===== src/sv/evad_pkg.sv =====
// ----------------------------------------------------------------------------
// evad_pkg
// Shared types, register indexes and reset values for the energy-based
// voice activity detector.
// ----------------------------------------------------------------------------
`default_nettype none

package evad_pkg;

  localparam int unsigned MAX_CHUNK_SAMPLES_DEF = 4096;

  localparam int unsigned CFG_IDX_W  = 3;
  localparam int unsigned CFG_DATA_W = 16;

  // Register indexes on the configuration port
  localparam logic [CFG_IDX_W-1:0] CFG_VAD_ENABLE      = 3'd0;
  localparam logic [CFG_IDX_W-1:0] CFG_START_THRESHOLD = 3'd1;
  localparam logic [CFG_IDX_W-1:0] CFG_END_THRESHOLD   = 3'd2;
  localparam logic [CFG_IDX_W-1:0] CFG_MIN_SPEECH_MS   = 3'd3;
  localparam logic [CFG_IDX_W-1:0] CFG_END_SILENCE_MS  = 3'd4;

  // Register reset values
  localparam logic [15:0] START_THR_RST   = 16'd655;
  localparam logic [15:0] END_THR_RST     = 16'd328;
  localparam logic [15:0] MIN_SPEECH_RST  = 16'd300;
  localparam logic [15:0] END_SILENCE_RST = 16'd800;

  // Thresholds are kept squared
  localparam logic [31:0] START_SQ_RST = 32'(START_THR_RST) * 32'(START_THR_RST);
  localparam logic [31:0] END_SQ_RST   = 32'(END_THR_RST) * 32'(END_THR_RST);

  typedef struct packed {
    logic signed [15:0] sample;
    logic               chunk_last;
    logic [31:0]        now_ms;
    logic               start_allowed;
  } in_item_t;

  typedef struct packed {
    logic speech_started;
    logic speech_ended;
    logic speech_active;
    logic chunk_loud;
    logic chunk_overflow;
  } out_item_t;

  // Controller to datapath
  typedef struct packed {
    logic capture;
    logic accum;
    logic mul;
    logic decide;
  } evad_cmd_t;

  // Datapath to controller
  typedef struct packed {
    logic chunk_last;
    logic out_free;
  } evad_sts_t;

endpackage

`default_nettype wire


===== src/sv/energy_voice_activity_detector_unit.sv =====
// Each sample is captured and squared in the 16x16 multiplier, then its square
// is added into the chunk energy. The sample that closes a chunk goes on to
// form threshold^2 x sample count for both thresholds, then to decide the
// speech state and load the result register; the decision waits while the
// previous result still waits to be taken. One result leaves per chunk.
// Configuration writes are always taken (cfg_ready stays high) and must land
// only while the block is idle; thresholds are squared as they are written.
// ----------------------------------------------------------------------------
// energy_voice_activity_detector_unit
// Energy-based voice activity detector over chunked signed 16-bit PCM.
// ----------------------------------------------------------------------------
`default_nettype none

module energy_voice_activity_detector_unit #(
  parameter int unsigned MAX_CHUNK_SAMPLES = evad_pkg::MAX_CHUNK_SAMPLES_DEF
) (
  input  wire logic                            clk,
  input  wire logic                            rst_n,
  input  wire logic                            in_valid,
  output logic                                 in_ready,
  input  wire evad_pkg::in_item_t              in_data,
  output logic                                 out_valid,
  input  wire logic                            out_ready,
  output evad_pkg::out_item_t                  out_data,
  input  wire logic                            cfg_valid,
  output logic                                 cfg_ready,
  input  wire logic [evad_pkg::CFG_IDX_W-1:0]  cfg_index,
  input  wire logic [evad_pkg::CFG_DATA_W-1:0] cfg_data
);
  import evad_pkg::*;

  evad_cmd_t cmd;
  evad_sts_t sts;

  assign cfg_ready = 1'b1;

  evad_ctrl u_ctrl (
    .clk      (clk),
    .rst_n    (rst_n),
    .in_valid (in_valid),
    .in_ready (in_ready),
    .sts      (sts),
    .cmd      (cmd)
  );

  evad_dp #(
    .MAX_CHUNK_SAMPLES (MAX_CHUNK_SAMPLES)
  ) u_dp (
    .clk       (clk),
    .rst_n     (rst_n),
    .in_data   (in_data),
    .cmd       (cmd),
    .sts       (sts),
    .cfg_valid (cfg_valid),
    .cfg_index (cfg_index),
    .cfg_data  (cfg_data),
    .out_valid (out_valid),
    .out_ready (out_ready),
    .out_data  (out_data)
  );

endmodule

`default_nettype wire


===== src/sv/evad_ctrl.sv =====
// ----------------------------------------------------------------------------
// evad_ctrl
// Sequencer: capture a sample, accumulate it, and on the last sample of a
// chunk run the threshold products and the speech decision.
// ----------------------------------------------------------------------------
`default_nettype none

module evad_ctrl (
  input  wire logic                 clk,
  input  wire logic                 rst_n,
  input  wire logic                 in_valid,
  output logic                      in_ready,
  input  wire evad_pkg::evad_sts_t  sts,
  output evad_pkg::evad_cmd_t       cmd
);
  import evad_pkg::*;

  typedef enum logic [1:0] {
    ST_IDLE,
    ST_ACC,
    ST_MUL,
    ST_DEC
  } state_t;

  state_t state_r;
  state_t state_nxt;
  logic   in_ready_r;

  assign in_ready = in_ready_r;

  always_comb begin
    state_nxt = state_r;
    cmd       = '0;
    unique case (state_r)
      ST_IDLE: begin
        if (in_valid && in_ready_r) begin
          cmd.capture = 1'b1;
          state_nxt   = ST_ACC;
        end
      end
      ST_ACC: begin
        cmd.accum = 1'b1;
        state_nxt = sts.chunk_last ? ST_MUL : ST_IDLE;
      end
      ST_MUL: begin
        cmd.mul   = 1'b1;
        state_nxt = ST_DEC;
      end
      ST_DEC: begin
        // hold until the result register can take the transaction
        if (sts.out_free) begin
          cmd.decide = 1'b1;
          state_nxt  = ST_IDLE;
        end
      end
      default: state_nxt = ST_IDLE;
    endcase
  end

  always_ff @(posedge clk) begin
    if (!rst_n) begin
      state_r    <= ST_IDLE;
      in_ready_r <= 1'b1;
    end else begin
      state_r    <= state_nxt;
      in_ready_r <= (state_nxt == ST_IDLE);
    end
  end

endmodule

`default_nettype wire


===== src/sv/evad_dp.sv =====
// ----------------------------------------------------------------------------
// evad_dp
// Datapath: squaring multiplier, energy accumulator, threshold products,
// speech state with timers, configuration registers and result register.
// ----------------------------------------------------------------------------
`default_nettype none

module evad_dp #(
  parameter int unsigned MAX_CHUNK_SAMPLES = evad_pkg::MAX_CHUNK_SAMPLES_DEF
) (
  input  wire logic                            clk,
  input  wire logic                            rst_n,
  input  wire evad_pkg::in_item_t              in_data,
  input  wire evad_pkg::evad_cmd_t             cmd,
  output evad_pkg::evad_sts_t                  sts,
  input  wire logic                            cfg_valid,
  input  wire logic [evad_pkg::CFG_IDX_W-1:0]  cfg_index,
  input  wire logic [evad_pkg::CFG_DATA_W-1:0] cfg_data,
  output logic                                 out_valid,
  input  wire logic                            out_ready,
  output evad_pkg::out_item_t                  out_data
);
  import evad_pkg::*;

  localparam int unsigned TALLY_W = $clog2(MAX_CHUNK_SAMPLES + 1);
  localparam int unsigned SUM_W   = 31 + $clog2(MAX_CHUNK_SAMPLES);
  localparam int unsigned PROD_W  = 32 + TALLY_W;
  localparam logic [TALLY_W-1:0] TALLY_MAX = TALLY_W'(MAX_CHUNK_SAMPLES);

  // configuration
  logic        vad_en_r;
  logic [31:0] start_sq_r;
  logic [31:0] end_sq_r;
  logic [15:0] min_speech_r;
  logic [15:0] end_silence_r;

  // captured item
  logic [30:0] sq_r;
  logic        last_r;
  logic [31:0] now_r;
  logic        allowed_r;

  // chunk accumulation
  logic [SUM_W-1:0]   sum_r;
  logic [TALLY_W-1:0] tally_r;
  logic               ovf_r;
  logic [PROD_W-1:0]  prod_start_r;
  logic [PROD_W-1:0]  prod_end_r;

  // speech state
  logic        active_r;
  logic [31:0] start_time_r;
  logic [31:0] loud_time_r;

  logic        out_valid_r;
  out_item_t   out_data_r;

  logic [15:0] mag;
  logic [31:0] sq_full;
  logic [31:0] cfg_sq;
  logic [PROD_W-1:0] sum_ext;
  logic        loud_start;
  logic        loud_end;
  logic        active_nxt;
  logic [31:0] start_time_nxt;
  logic [31:0] loud_time_nxt;
  logic        started;
  logic        ended;
  logic [31:0] since_start;
  logic [31:0] since_loud;
  logic        out_free;

  assign mag      = in_data.sample[15] ? 16'(-in_data.sample) : 16'(in_data.sample);
  assign sq_full  = mag * mag;
  assign cfg_sq   = cfg_data * cfg_data;
  assign sum_ext  = PROD_W'(sum_r);
  assign out_free = !out_valid_r || out_ready;

  assign sts.chunk_last = last_r;
  assign sts.out_free   = out_free;

  assign out_valid = out_valid_r;
  assign out_data  = out_data_r;

  assign loud_start = (sum_ext >= prod_start_r);
  assign loud_end   = (sum_ext >= prod_end_r);

  always_comb begin
    active_nxt     = active_r;
    start_time_nxt = start_time_r;
    loud_time_nxt  = loud_time_r;
    started        = 1'b0;
    ended          = 1'b0;
    since_start    = '0;
    since_loud     = '0;
    if (!vad_en_r) begin
      active_nxt = 1'b0;
    end else begin
      if (!active_r && loud_start && allowed_r) begin
        active_nxt     = 1'b1;
        start_time_nxt = now_r;
        loud_time_nxt  = now_r;
        started        = 1'b1;
      end
      if (active_nxt) begin
        if (loud_end) begin
          loud_time_nxt = now_r;
        end
        // elapsed times wrap modulo 2^32
        since_start = now_r - start_time_nxt;
        since_loud  = now_r - loud_time_nxt;
        if ((since_start >= 32'(min_speech_r)) && (since_loud >= 32'(end_silence_r))) begin
          active_nxt = 1'b0;
          ended      = 1'b1;
        end
      end
    end
  end

  // payload registers
  always_ff @(posedge clk) begin
    if (cmd.capture) begin
      sq_r      <= sq_full[30:0];
      last_r    <= in_data.chunk_last;
      now_r     <= in_data.now_ms;
      allowed_r <= in_data.start_allowed;
    end
    if (cmd.mul) begin
      prod_start_r <= start_sq_r * tally_r;
      prod_end_r   <= end_sq_r * tally_r;
    end
    if (cmd.decide) begin
      out_data_r.speech_started <= started;
      out_data_r.speech_ended   <= ended;
      out_data_r.speech_active  <= active_nxt;
      out_data_r.chunk_loud     <= loud_end;
      out_data_r.chunk_overflow <= ovf_r;
    end
  end

  always_ff @(posedge clk) begin
    if (!rst_n) begin
      vad_en_r      <= 1'b0;
      start_sq_r    <= START_SQ_RST;
      end_sq_r      <= END_SQ_RST;
      min_speech_r  <= MIN_SPEECH_RST;
      end_silence_r <= END_SILENCE_RST;
      sum_r         <= '0;
      tally_r       <= '0;
      ovf_r         <= 1'b0;
      active_r      <= 1'b0;
      start_time_r  <= '0;
      loud_time_r   <= '0;
      out_valid_r   <= 1'b0;
    end else begin
      if (cfg_valid) begin
        unique case (cfg_index)
          CFG_VAD_ENABLE: begin
            vad_en_r <= cfg_data[0];
            active_r <= 1'b0;
          end
          CFG_START_THRESHOLD: start_sq_r    <= cfg_sq;
          CFG_END_THRESHOLD:   end_sq_r      <= cfg_sq;
          CFG_MIN_SPEECH_MS:   min_speech_r  <= cfg_data;
          CFG_END_SILENCE_MS:  end_silence_r <= cfg_data;
          default: ;
        endcase
      end

      if (cmd.accum) begin
        // drop samples past the chunk limit
        if (tally_r < TALLY_MAX) begin
          sum_r   <= sum_r + SUM_W'(sq_r);
          tally_r <= tally_r + 1'b1;
        end else begin
          ovf_r <= 1'b1;
        end
      end

      if (cmd.decide) begin
        active_r     <= active_nxt;
        start_time_r <= start_time_nxt;
        loud_time_r  <= loud_time_nxt;
        sum_r        <= '0;
        tally_r      <= '0;
        ovf_r        <= 1'b0;
        out_valid_r  <= 1'b1;
      end else if (out_ready) begin
        out_valid_r <= 1'b0;
      end
    end
  end

endmodule

`default_nettype wire


===== config.mk =====
export PLATFORM = sky130hd
export DESIGN_NAME = energy_voice_activity_detector_unit
export DESIGN_NICKNAME = d
export VERILOG_FILES = /design/src/sv/evad_pkg.sv /design/src/sv/energy_voice_activity_detector_unit.sv /design/src/sv/evad_ctrl.sv /design/src/sv/evad_dp.sv
export SDC_FILE = /design/constraint.sdc
export NUM_CORES = 2
export LEC_CHECK = 0
export BUFFER_PORTS_ARGS = -buffer_cell sky130_fd_sc_hd__buf_2
export CAP_MARGIN = 10
export CORE_ASPECT_RATIO = 0.7
export CORE_UTILIZATION = 50
export CTS_BUF_LIST = sky130_fd_sc_hd__clkbuf_4 sky130_fd_sc_hd__clkbuf_8
export DETAILED_ROUTE_END_ITERATION = 12
export GPL_TIMING_DRIVEN = 0
export PLACE_DENSITY = 0.77
export SYNTH_ARGS = -nofsm -noshare
export SYNTH_HDL_FRONTEND = slang
export SYNTH_HIERARCHICAL = 1
export SYNTH_SLANG_ARGS = --single-unit
export TNS_END_PERCENT = 1

===== constraint.sdc =====
create_clock -name clk -period 8.1 [get_ports clk]
set_input_delay 0.81 -clock clk [delete_from_list [all_inputs] [get_ports clk]]
set_output_delay 0.81 -clock clk [all_outputs]
set_load 0.005 [all_outputs]

# Word-level counts from Yosys, hierarchy flattened
# Cells that the tools add are included.
# op_classes
add_sub_neg	5
mul	4
n_lt_le_gt_ge	5
n_eq_ne	7
muxes	30
n_bitwise	2
n_reduce_logical	24
# ops
operator	count
2-to-1 mux 32 bit	7
greater-or-equal comparator 43 x 45 -> 1 bit	2
multiplier 32 x 13 -> 45 bit	2
greater-or-equal comparator 32 x 16 -> 1 bit	2
subtractor 32 bit	2
adder 43 x 31 -> 43 bit	1
multiplier 16 x 16 -> 32 bit	1
multiplier 16 x 16 -> 31 bit	1
AND reduction 2 bit	10
2-to-1 mux 1 bit	18
2-to-1 mux 16 bit	1
negator 16 bit	1
adder 13 x 1 -> 13 bit (second input constant)	1
less-than comparator 13 bit (second input constant)	1
one-hot mux 2 bit (4 select lines)	1
equality test 3 x 2 -> 1 bit (second input constant)	2
2-to-1 mux 2 bit	3
nonzero test 2 bit	3
equality test 2 bit (second input constant)	2
logical AND 1 bit	4
logical NOT 2 bit	2
equality test 3 x 1 -> 1 bit (second input constant)	1
equality test 3 bit (second input constant)	1
logical NOT 3 bit	1
5 further kinds	7
# word_totals
register_bits	383
out_inout_bits	8
word_cells	102

# Logic depth before layout (Yosys ltp)
# depth
word_depth	14
depth_mapped	35

# By module
# The synthesis kept the hierarchy.
# by_module_without_submodules
module	instances	cells_per_inst	area_each_um2	seq_area_each_um2
evad_dp	1	6648	59520.8	9138.8
evad_ctrl	1	15	146.4	60.1
energy_voice_activity_detector_unit	1	2	11.3	0.0

# Worst setup path before layout
# Ideal clock, no wire load.
# synth_timing
kind	in2reg
start	input in_data[34] (netlist bit)
end	register u_dp.sq_r[28] (data pin)
setup_ns	0.259
t_arrival_ns	8.566
required_time_ns	7.841
slack_ns	-0.725
cell_stages	30
n_path_buf	2
path_cell_list	clkbuf_1 > inv_1 > clkbuf_1 > ha_1 > nand2_1 > or4_1 > o41ai_1 > xor2_1 > clkinv_1 > nand2_1 > fa_1 > fa_1 > fa_1 > inv_1 > fa_1 > inv_1 > fa_1 > fa_1 > inv_1 > ha_1 > or3_1 > o31ai_2 > o211ai_1 > a41oi_1 > nor2b_1 > o21a_1 > o41a_1 > a21o_1 > a41oi_1 > xnor2_1
# synth_between
elab_chain_len	3
# synth_lines
element	line	rtl
from (decl)	energy_voice_activity_detector_unit.sv:21	input wire evad_pkg::in_item_t in_data,
negator 16 bit	evad_dp.sv:73	assign mag = in_data.sample[15] ? 16'(-in_data.sample) : 16'(in_data.sample);
2-to-1 mux 16 bit *	evad_dp.sv:73	
multiplier 16 x 16 -> 31 bit *	evad_dp.sv:74	assign sq_full = mag * mag;
net u_dp.sq_full[28]	evad_dp.sv:59	logic [31:0] sq_full;
to (signal assigned)	evad_dp.sv:123	sq_r <= sq_full[30:0];
to (decl)	evad_dp.sv:38	logic [30:0] sq_r;
# The timed path passes the listed nets; every way through them passes the cells marked *.
# A chain may end at the register's enable or synchronous reset.

# Worst setup path after layout
# layout_timing
start	input in_data[37] (netlist bit)
end	register u_dp.sq_r[30] (data pin)
# The elaborated chain is that of the path after synthesis.

==> impl.org <==
** Yosys
- The Yosys step of the flow raised 6 warnings.
- After synthesis, the largest family of logic cells by area is adder cells.
- Simple-gate share of the synthesized area :: 16.1%
- Number of synthesized register bits :: 380
- The synthesized design spends more area on one cell type than any other, namely sky130_fd_sc_hd__fa_1.
- Area share of fa/ha/maj cells after synthesis :: 44.9%
- Largest cells by area after synthesis :: sky130_fd_sc_hd__fa_1 33%, sky130_fd_sc_hd__ha_1 12%, sky130_fd_sc_hd__edfxtp_1 8.0%
- In this run the mean area of a mapped cell was 8.95 um^2.
- In the synthesized netlist the async set-or-reset flop fraction comes to 0%.
- Measured against the total synthesized area, the mux share comes to 0.895%.
- Post-synthesis share of cell area spent on xor and xnor gates :: about 3.5%
- Summing the areas of all compound-gate instances in the mapped netlist gives 9.83% of the synthesized area.
- Yosys mapped a number of flops with a built-in enable equal to approximately 160.
- For this run, the leading register cell type out of synthesis is sky130_fd_sc_hd__dfxtp_1.
- Share of the yosys chip area belonging to registers :: ~15%
- Synthesis produced 6665 cells.
- After synthesis, the netlist uses between 90 and 100 different library cells.
- Cell area after synthesis :: 59700 um^2
- Proportion of netlist area held by the largest area contributor :: 32.6%

** Routing
- Met3 wirelength from detailed routing :: approximately 23 mm
- Detailed-router iteration count before antenna repair :: 9
- The routed design has ~170 mm of wire.
- The highest metal layer carrying signal wires in the routed design is met5.
- Detailed-routed wire length on met2 :: 70.3 mm
- DRC :: 0
- Mean routed wirelength per cell :: 20.2 um
- Detailed-route vias per instance :: between 5 and 6
- Detailed router's first-iteration violation count :: between 4k and 5k
- In the final routing, the length of wire on met1 measures 73.2 mm.
- The detail route stage leaves a number of antenna-violating nets equal to 0.
- Via count :: 47.6k

** Outcome
- The final reports fail on negative setup slack.
- The run finished, with violations left.

** Worst hold path
- Worst hold-check path type :: in2reg

** CTS
- Level count of the clock H-tree :: 2
- Clock tree synthesis selected as its root buffer the cell sky130_fd_sc_hd__clkbuf_8.
- The number of clock buffers added by TritonCTS is 57.
- Num Clock Sinks :: 380
- TritonCTS built the clock tree.
- For this design, the CTS-stage hold fixing added 0 buffers.
- The later pin in the worst-skew pair is clocked with a latency of 740 ps.
- CTS clock-pin slew for the worst setup and hold paths :: 80 ps
- Clock tree buffer depth :: 3

** Pwr
- Power comes to around 18 mW.
- Cell area power density :: 284 nW/um^2
- Static Leakage :: 30.2 nW
- IR analysis of the VDD net gives a maximum drop of 961 uV.

** Final layout
- Nets :: 8478
- Ratio of cells with drive above 1 in the final layout :: 5.28%
- The finished layout holds approximately 8.5k standard cells, fillers aside.
- Layout overhead on the synthesized area :: 7.92%
- Post-layout utilization of the core :: 54.7%
- Design area :: 64400 um^2

** STA
- Final period demand of the worst path :: 8170 ps
- For the pin with the worst max-slew slack, the measured transition is approximately 1200 ps.
- The max-slew violation total from the final report is 0.
- F_max :: 122 MHz
- Setup violations remaining at the end of the flow were counted as 1.
- Final setup margin :: -70.7 ps
- Worst hold slack :: 247 ps
- Final clock period utilization by the worst path :: 101%
- Setup repair after global routing could not meet its margin everywhere.
- Final TNS setup :: -70.7 ps
- The worst pin sits at a relative slew slack of a little under a fifth.
- Across the routed clock network, the largest skew measured is approximately 61 ps.
- The total count of hold-check failures in the final report came to 0.

** Floorplan
- Row Count :: approximately 110
- Measured along the y axis, the die boundary spans 291 um.
- Die boundary width :: 415 um
- Starting density of the core :: 50.7%
- The die covers 121000 um^2.
- Placeable core region :: 118000 um^2
- In this run the count of I/O pins placed on the die edge is 82.

** Placed design
- The congestion estimate from routability-driven global placement came to 1.01.
- OpenSTA, run right after detailed placement, puts the worst setup slack at -1610 ps.
- After legalization and detailed placement, the total HPWL measured about 140 mm.
- Once placement finished, the instance area stood at ~62000 um^2.
- Dpl cells :: 8314
- During placement, the flow inserted port buffers numbering 76.

** Worst setup path
- STA puts the critical path data required time at 8550 ps.
- CP Launch Type :: input port
- Critical path start-end classification :: in2reg
- Kind of end point of the critical path :: register
- On the critical path, the stage with the largest delay is an instance of sky130_fd_sc_hd__or4_4.
- In this run the worst path has a maximum fanout of 6.
- Counting both buffers and inverters, the worst setup path holds a total of 7.
- Data on the critical path arrives at its endpoint at approximately 8600 ps.
- Top cell by count, worst path :: sky130_fd_sc_hd__fa_1
- Slowest stage delay, CP :: approximately 560 ps
- In this design, the largest share of critical-path delay is due to adder cells.

** GRT
- The first global-routing pass estimated 267 mm of wire.
- Maximum number of pins on one net before global-route repair :: 65
- Gr ovfl total :: 0
- Number of global-route vias before repair :: 48.1k
- Across every metal layer, demand over resource in global routing totals 28.2%.
- The initial antenna violation count came to 14.

** Job
- Across the run, the number of max-cap violations was 0.
==> timing repair <==
action                                  4_1_cts  5_1_grt
cloned                                        0        0
pin swaps                                     5       29
setup buffers                                10       22
endpoints found under the setup margin       29       18
resized for setup                            50       78
==> per-layer routing <==
layer,vias up,global-route usage [%]
met4,10,6.75
met3,281,8.98
met2,2413,40.8
li1,21400,-
met1,23500,40.9
met5,-,0
==> worst reg2reg max path, delay by kind of cell, from the launching register on <==
family,cells,cell delay (ps)
adder cells (fa/ha/maj),6,2790
AO/OA/AOI/OAI,8,2430
flip-flops,1,1020
buffers and inverters,2,1000
AND/OR/NAND/NOR,3,370
XOR/XNOR,1,300
==> report_power, final <==
group / internal, mW / total, mW / switching (mW)
Sequential: 2.57 / 2.84 / 0.269
Clock: 1.10 / 2.01 / 0.909
Combinational: 5.64 / 13.5 / 7.83
==> synth_stat cells, types with 84 or more instances <==
cell type / number
sky130_fd_sc_hd__nor2_1: 262
sky130_fd_sc_hd__and2_1: 343
sky130_fd_sc_hd__edfxtp_1: 159
sky130_fd_sc_hd__fa_1: 973
sky130_fd_sc_hd__clkbuf_1: 213
sky130_fd_sc_hd__a21oi_1: 229
sky130_fd_sc_hd__o21ai_0: 115
sky130_fd_sc_hd__xnor2_1: 155
sky130_fd_sc_hd__dfxtp_1: 221
sky130_fd_sc_hd__inv_1: 1198
sky130_fd_sc_hd__nand3_1: 84
sky130_fd_sc_hd__ha_1: 581
sky130_fd_sc_hd__nand2_1: 1096
==> path summary, 6_finish.rpt <==
path | start | to | slack (ps) | cells after the start
setup / recovery | in_data[37] | u_dp/sq_r[30] | -70 | 31
setup reg to reg | u_dp/tally_r[10] | u_dp/prod_end_r[39] | 30 | 20
hold / removal | in_data[25] | u_dp/now_r[24] | 250 | 1
hold reg to reg | u_dp/min_speech_r[12] | u_dp/min_speech_r[12] | 470 | 2
==> registers in the layout, indices dropped and copies added (netlist names), 2 cells and up <==
signal	flops
u_dp/min_speech_r	16
u_dp/end_silence_r	16
u_dp/sum_r	43
u_ctrl/state_r	2
u_dp/start_sq_r	31
u_dp/start_time_r	32
u_dp/loud_time_r	32
u_dp/end_sq_r	31
u_dp/prod_end_r	45
u_dp/sq_r	30
u_dp/out_data	5
u_dp/tally_r	13
u_dp/now_r	32
u_dp/prod_start_r	45
==> area by class of cell <==
| class | count | area (um^2) |
|---|---|---|
| inverters | 1210 | 4570 |
| well taps | 1551 | 1940 |
| fillers | 10400 | 53300 |
| clock buffers | 75 | 976 |
| repair buffers | 109 | 682 |
| flip-flops and latches | 380 | 9200 |
| multi-input cells | 4824 | 45500 |
| diodes | 10 | 25.0 |
| clock inverters | 33 | 448 |
| plain buffers | 268 | 1090 |
==> layout by cell type (no fill, tap or decap), types with 11 or more instances in the layout <==
master                     instances
sky130_fd_sc_hd__a21oi_1         226
sky130_fd_sc_hd__nand2_1        1089
sky130_fd_sc_hd__buf_2            74
sky130_fd_sc_hd__o21a_1           45
sky130_fd_sc_hd__conb_1           23
sky130_fd_sc_hd__o21ai_1          12
sky130_fd_sc_hd__o211ai_1         28
sky130_fd_sc_hd__buf_1            45
sky130_fd_sc_hd__a31oi_1          24
sky130_fd_sc_hd__fa_1            973
sky130_fd_sc_hd__buf_4            39
sky130_fd_sc_hd__or2_2            13
sky130_fd_sc_hd__mux2i_1          50
sky130_fd_sc_hd__nand2b_1         45
sky130_fd_sc_hd__a21boi_0         81
sky130_fd_sc_hd__a21o_1           78
sky130_fd_sc_hd__nand3_1          84
sky130_fd_sc_hd__inv_1          1192
sky130_fd_sc_hd__nor2_1          259
sky130_fd_sc_hd__clkbuf_4         17
sky130_fd_sc_hd__nor3_1           52
sky130_fd_sc_hd__nor2b_1          53
sky130_fd_sc_hd__or3_1            28
sky130_fd_sc_hd__dfxtp_1         218
sky130_fd_sc_hd__xnor2_1         152
sky130_fd_sc_hd__and3_1           31
sky130_fd_sc_hd__edfxtp_1        159
sky130_fd_sc_hd__clkbuf_2         11
sky130_fd_sc_hd__clkbuf_1        194
sky130_fd_sc_hd__o21ai_0         112
sky130_fd_sc_hd__o21bai_1         35
sky130_fd_sc_hd__ha_1            573
sky130_fd_sc_hd__o211a_1          54
sky130_fd_sc_hd__a211oi_1         22
sky130_fd_sc_hd__xor2_1           73
sky130_fd_sc_hd__and2_1          341
sky130_fd_sc_hd__clkinv_2         14
sky130_fd_sc_hd__clkbuf_8         67
sky130_fd_sc_hd__o31ai_1          17
sky130_fd_sc_hd__nand4_1          24
==> kinds of logic (layout without fill, tap and decap cells) <==
logic type,after synthesis,in the layout
other,3,33
muxes,53,53
xor gates and xnor gates,238,238
and+or+nand+nor,2089,2089
buffers and inverters,1481,1695
adders and majority gates,1560,1560
AOI/OAI and AO/OA,861,861
DFF,380,380
Note: power is estimated with default switching activity, not from simulation.
